==> config.mk <==
export PLATFORM = sky130hd
export DESIGN_NAME = crp_ctrl
export DESIGN_NICKNAME = d
export VERILOG_FILES = /design/src/sv/crp_pkg.sv /design/src/sv/crp_ctrl.sv
export VERILOG_INCLUDE_DIRS = /design/src /design/src/sv
export SDC_FILE = /design/constraint.sdc
export NUM_CORES = 1
export LEC_CHECK = 0
export BUFFER_PORTS_ARGS = -buffer_cell sky130_fd_sc_hd__buf_2
export CORE_MARGIN = 8
export CORE_UTILIZATION = 30
export CTS_CLUSTER_DIAMETER = 200
export DETAILED_ROUTE_END_ITERATION = 12
export HOLD_SLACK_MARGIN = 0.15
export PLACE_DENSITY = 0.5
export SYNTH_ARGS = -nofsm -noshare
export SYNTH_HDL_FRONTEND = slang
export SYNTH_SLANG_ARGS = --single-unit
==> constraint.sdc <==
create_clock -name clk -period 3.8 [get_ports clk]
set_input_delay 0.57 -clock clk [delete_from_list [all_inputs] [get_ports clk]]
set_output_delay 0.57 -clock clk [all_outputs]
set_load 0.03 [all_outputs]
==> src/sv/cache_replacement_policy_defines.svh <==
// ---------------------------------------------------------------------------
// Assertion macros for the cache replacement policy block
// ---------------------------------------------------------------------------
`ifndef CACHE_REPLACEMENT_POLICY_DEFINES_SVH
`define CACHE_REPLACEMENT_POLICY_DEFINES_SVH

// Same-cycle implication, disabled during reset
`define CRP_ASSERT_IMP(label, clk, rst_n, ante, cons, msg) \
  label: assert property (@(posedge clk) disable iff (!rst_n) (ante) |-> (cons)) \
    else $error(msg);

// Next-cycle implication, disabled during reset
`define CRP_ASSERT_NXT(label, clk, rst_n, ante, cons, msg) \
  label: assert property (@(posedge clk) disable iff (!rst_n) (ante) |=> (cons)) \
    else $error(msg);

`endif

==> src/sv/crp_pkg.sv <==
// ---------------------------------------------------------------------------
// crp_pkg
// Shared types and constants of the cache replacement policy block.
// ---------------------------------------------------------------------------
package crp_pkg;

  // field widths
  localparam int unsigned IN_KEY_W   = 48;
  localparam int unsigned COUNT_W    = 32;
  localparam int unsigned STAMP_W    = 48;
  localparam int unsigned SLOT_W     = 6;
  localparam int unsigned MODE_W     = 2;
  localparam int unsigned CAP_W      = 7;
  localparam int unsigned CFG_IDX_W  = 1;
  localparam int unsigned CFG_DATA_W = 7;
  localparam int unsigned IN_DATA_W  = 48;
  localparam int unsigned OUT_DATA_W = 96;

  localparam logic [COUNT_W-1:0] COUNT_MAX = '1;

  // register indexes
  localparam logic [CFG_IDX_W-1:0] REG_POLICY_MODE = 1'd0;
  localparam logic [CFG_IDX_W-1:0] REG_CAPACITY    = 1'd1;

  // policy codes
  localparam logic [MODE_W-1:0] MODE_LRU = 2'd0;
  localparam logic [MODE_W-1:0] MODE_LFU = 2'd1;
  localparam logic [MODE_W-1:0] MODE_TWO = 2'd2;

  localparam logic [CAP_W-1:0] CAP_RESET = 7'd64;

  // controller to datapath
  typedef struct packed {
    logic start;   // latch key, clear scan trackers
    logic rd_en;   // read both stores at the scan address
    logic commit;  // apply update, load result
  } crp_cmd_t;

  // datapath to controller
  typedef struct packed {
    logic out_free;  // result register can take a new item
  } crp_stat_t;

endpackage

==> src/sv/crp_ctrl.sv <==
// ---------------------------------------------------------------------------
// crp_ctrl
// Sequencer: accept an item, scan every slot of both stores, commit.
// ---------------------------------------------------------------------------
`include "cache_replacement_policy_defines.svh"

module crp_ctrl #(
  parameter int unsigned SLOTS = 64
) (
  input  logic                     clk,
  input  logic                     rst_n,
  input  logic                     in_tvalid,
  output logic                     in_tready,
  input  crp_pkg::crp_stat_t       stat,
  output crp_pkg::crp_cmd_t        cmd,
  output logic [$clog2(SLOTS)-1:0] rd_addr
);

  localparam int unsigned IW = $clog2(SLOTS);

  typedef enum logic [1:0] {
    S_IDLE,
    S_SCAN,
    S_DRAIN,
    S_COMMIT
  } state_t;

  state_t         state_r, state_nxt;
  logic [IW-1:0]  addr_r, addr_nxt;

  // next state
  always_comb begin
    state_nxt = state_r;
    addr_nxt  = addr_r;
    unique case (state_r)
      S_IDLE: begin
        addr_nxt = '0;
        if (in_tvalid) begin
          state_nxt = S_SCAN;
        end
      end
      S_SCAN: begin
        addr_nxt = addr_r + 1'b1;
        if (addr_r == IW'(SLOTS - 1)) begin
          state_nxt = S_DRAIN;
        end
      end
      S_DRAIN: begin
        state_nxt = S_COMMIT;
      end
      S_COMMIT: begin
        if (stat.out_free) begin
          state_nxt = S_IDLE;
        end
      end
      default: begin
        state_nxt = S_IDLE;
      end
    endcase
  end

  // state and scan address
  always_ff @(posedge clk) begin
    if (!rst_n) begin
      state_r <= S_IDLE;
      addr_r  <= '0;
    end else begin
      state_r <= state_nxt;
      addr_r  <= addr_nxt;
    end
  end

  assign in_tready  = (state_r == S_IDLE);
  assign cmd.start  = in_tvalid && (state_r == S_IDLE);
  assign cmd.rd_en  = (state_r == S_SCAN);
  assign cmd.commit = (state_r == S_COMMIT) && stat.out_free;
  assign rd_addr    = addr_r;

  `CRP_ASSERT_NXT(a_start_scans, clk, rst_n, cmd.start, state_r == S_SCAN, "accepted item did not start a scan")
  `CRP_ASSERT_NXT(a_commit_once, clk, rst_n, cmd.commit, state_r == S_IDLE && !cmd.commit, "commit repeated")
  `CRP_ASSERT_IMP(a_no_read_idle, clk, rst_n, cmd.rd_en, !in_tready && !cmd.commit, "store read outside scan")

endmodule

==> out/qor.yml <==
ff_latch_count_synth: 8
post-layout-total-power_uw: 417.5
residual_drc_count: 0
global_route.usage.met2: 0.09767
timing.critical_path.from: "state_r[1]"
slew_viol_final: 0
final.period_utilization: 0.5128
netlist_area_um2: 503.0
cts_inserted_buffers: 3
post_drt_via_cell_ratio: 4.966
design.die.area_mm2: 0.003243
rrSetupSlack_ns: 2.07
die_h_um: 56.95
detailedRoute.firstIterationViolations: 8
static-leakage-power_nw: 0.2833
cts_tree: "built"
core-area_mm2: 0.001541
timing.critical_path.max_delay_family: "adder cells"
critPathBufInv: 2
fin_ws_ns: 1.851
setup_tns_ns: 0
yosysSeqAreaShare: 0.3184
unrepaired_setup_endpoints_after_global_routing: "no"
routedWlPerCell_um: 13.05
hold_path.class: "reg -> reg"
reg_clk_slew_reported_paths_ns: 0.06
cts_hold_buf: 0
adder_and_majority_gate_portion_of_the_synthesized_area: 0.1244
syn-mean-instance-area_um2: 8.672
critical_path.startpoint_type: "flop"
tightest_slew_ns: 0.4235
vias: 437
power_per_cell_area_mw_per_mm2: 696.7
critical_path.max_fanout: 12
final_hold_viol_count: 0
muxShareOfSynthArea: 0.07960
gr-usage-met3: 0.03540
cp-end-kind: "output pin"
route.final.wire_length_um: 1148
num_rows: 14
period_minus_slack_ns: 1.949
largest_net_degree_at_the_start_of_global_routing: 13
critical_path.reg2reg.startpoint: "state_r[1]"
port-buffer-count: 13
final_area_um2: 599.3
clock_tree.root_cell: "sky130_fd_sc_hd__clkbuf_4"
highest_clock_rate_mhz: 513.2
grt_pass1_wl_um: 1952
timing.setup.critical_path_class: "reg -> out"
setup_violations: 0
critical_path_required_ns: 3.23
count_of_boundary_i_o_pins: 14
antenna_cells: 0
worst_slew_margin_rel: 0.7177
grt_use_total: 0.07511
number_of_antenna_violations_at_the_first_check_in_global_routing: 0
first_global_vias: 434
post-dp-hpwl_um: 886.3
die-width_um: 56.95
irDropWorstVdd_mv: 0.4544
largest_family_of_logic_cells_by_synthesized_area: "simple AND/OR/NAND/NOR gates"
drv.max_cap_violation_count: 0
post_cts_buffers: 0
outcome: "completed"
synth-xor-area-share: 0
syn2layout_area_growth_pct: 19.15
postSynthCellCount: 58
synthSimpleGateAreaFrac: 0.2463
crit_path_max_incr_delay_ns: 0.42
antenna_left: 0
clk_lat_worst_skew_ns: 0.25
grt.met1_usage: 0.09470
final_layout_size_suffix_gt1_frac: 0.2639
cp_slowest_cell: "sky130_fd_sc_hd__ha_1"
gr-max-usage-layer: "met2"
timing.critical_path.cells: "inv_1 -> ha_1 -> buf_2"
tritoncts_num_sinks: 8
drt_pre_antenna_iters: 2
cts_max_path_buffers: 2
finalWeightedCongestion: 0.7402
yosys.cell_types.count: 21
pre_cts_slack_ns: 2.084
synthesis.nets: 67
synth_compound_gate_area_share: 0.1716
cts_repair_resized_insts: 0
reg2reg_depth: 6
grt_overflow: 0
crit_end: "cmd[1]"
finalNetCount: 83
timing.critical_path.arrival_ns: 1.38
starting_density: 0.3263
synthesis.yosys.warnings: 0
cp_num_cells: 3
cts_htree_levels: 1
placement.cell_area_um2: 576.8
r2r-end: "state_r[1]"
worst_clock_skew_ns: 0.004113
-- worst min-delay path by stage --
stage	slack (ns)	cells after the start	to	startpoint
after detailed placement	0.50	2	state_r[1]	state_r[1]
after CTS	0.50	2	state_r[1]	state_r[1]
after global routing	0.55	2	rd_addr[4]	rd_addr[4]
after global placement	0.50	2	state_r[0]	state_r[0]
after floorplan	0.47	2	state_r[1]	state_r[1]
final	0.50	2	state_r[1]	state_r[1]
-- kinds of logic after synthesis --
family,after synthesis
AOI/OAI and AO/OA,11
adders and majority gates,5
buffers and inverters,7
DFF,8
muxes,4
and+or+nand+nor,23
-- flip-flops by register name (all words and copies together), names as in the netlist --
signal and cells:
state_r 2, rd_addr 6
-- synth_stat cells --
cell / count / area, µm²
sky130_fd_sc_hd__and2_1: 4 / 25.02
sky130_fd_sc_hd__dfxtp_1: 8 / 160.2
sky130_fd_sc_hd__nand3_1: 1 / 5.000
sky130_fd_sc_hd__clkbuf_1: 1 / 3.750
sky130_fd_sc_hd__a21boi_0: 1 / 7.510
sky130_fd_sc_hd__a21oi_1: 2 / 10.01
sky130_fd_sc_hd__inv_1: 5 / 18.77
sky130_fd_sc_hd__nand4_1: 1 / 6.260
sky130_fd_sc_hd__o21ai_0: 4 / 20.02
sky130_fd_sc_hd__nor2_1: 3 / 11.26
sky130_fd_sc_hd__buf_4: 1 / 7.510
sky130_fd_sc_hd__nand3_2: 1 / 10.01
sky130_fd_sc_hd__o22ai_1: 2 / 12.51
sky130_fd_sc_hd__nand2_1: 7 / 26.28
sky130_fd_sc_hd__and2b_2: 1 / 8.760
sky130_fd_sc_hd__ha_1: 5 / 62.56
sky130_fd_sc_hd__nor2b_1: 3 / 18.77
sky130_fd_sc_hd__a2111oi_4: 1 / 27.53
sky130_fd_sc_hd__a32oi_1: 1 / 8.760
sky130_fd_sc_hd__and3_1: 2 / 12.51
sky130_fd_sc_hd__mux2i_1: 4 / 40.04
-- worst register-to-register path: stages (launching register included) --
cell                        delay, ns
sky130_fd_sc_hd__dfxtp_1         0.37
sky130_fd_sc_hd__inv_1           0.08
sky130_fd_sc_hd__ha_1            0.33
sky130_fd_sc_hd__inv_1           0.15
sky130_fd_sc_hd__o22ai_1         0.11
sky130_fd_sc_hd__a2111oi_4       0.39
sky130_fd_sc_hd__mux2i_1         0.22
-- area by class of cell --
type,instances,area [µm²]
clock buffer,3,22.52
fill,167,942.2
inverter,5,18.77
multi-input combinational,43,312.8
sequential,8,160.2
tap,16,20.02
timing repair buffer,13,65.06
-- metal layers --
metal	vias to the layer above	part of all wire
li1	230	-
met1	194	0.50
met2	11	0.41
met3	2	0.064
met4	0	0.018
met5	-	0
-- placed cells by master (no fill, tap or decap), drive strengths merged --
| cell type | count |
|---|---|
| a21oi | 2 |
| ha | 5 |
| and2b | 1 |
| nand4 | 1 |
| a21boi | 1 |
| a2111oi | 1 |
| mux2i | 4 |
| nor2 | 3 |
| nand3 | 2 |
| dfxtp | 8 |
| o21ai | 4 |
| clkbuf | 3 |
| a32oi | 1 |
| and3 | 2 |
| inv | 5 |
| nor2b | 3 |
| buf | 13 |
| and2 | 4 |
| o22ai | 2 |
| nand2 | 7 |
-- power breakdown --
group | total, mW | switching [mW] | internal [mW]
Combinational | 0.238 | 0.152 | 0.0858
Sequential | 0.113 | 0.0154 | 0.0975
Clock | 0.0670 | 0.0307 | 0.0363
-- per-stage QoR --
stage / std cells / utilization / hold slack, ns
final: 88 / 0.3888 / 0.5027
after CTS: 88 / 0.3888 / 0.5039
after global routing: 88 / 0.3888 / 0.5477
after detailed placement: 85 / 0.3742 / 0.4958
after floorplan: 58 / - / 0.4677
after global placement: 85 / 0.3742 / 0.4967
No activity file was read; power rests on OpenSTA's default activity.
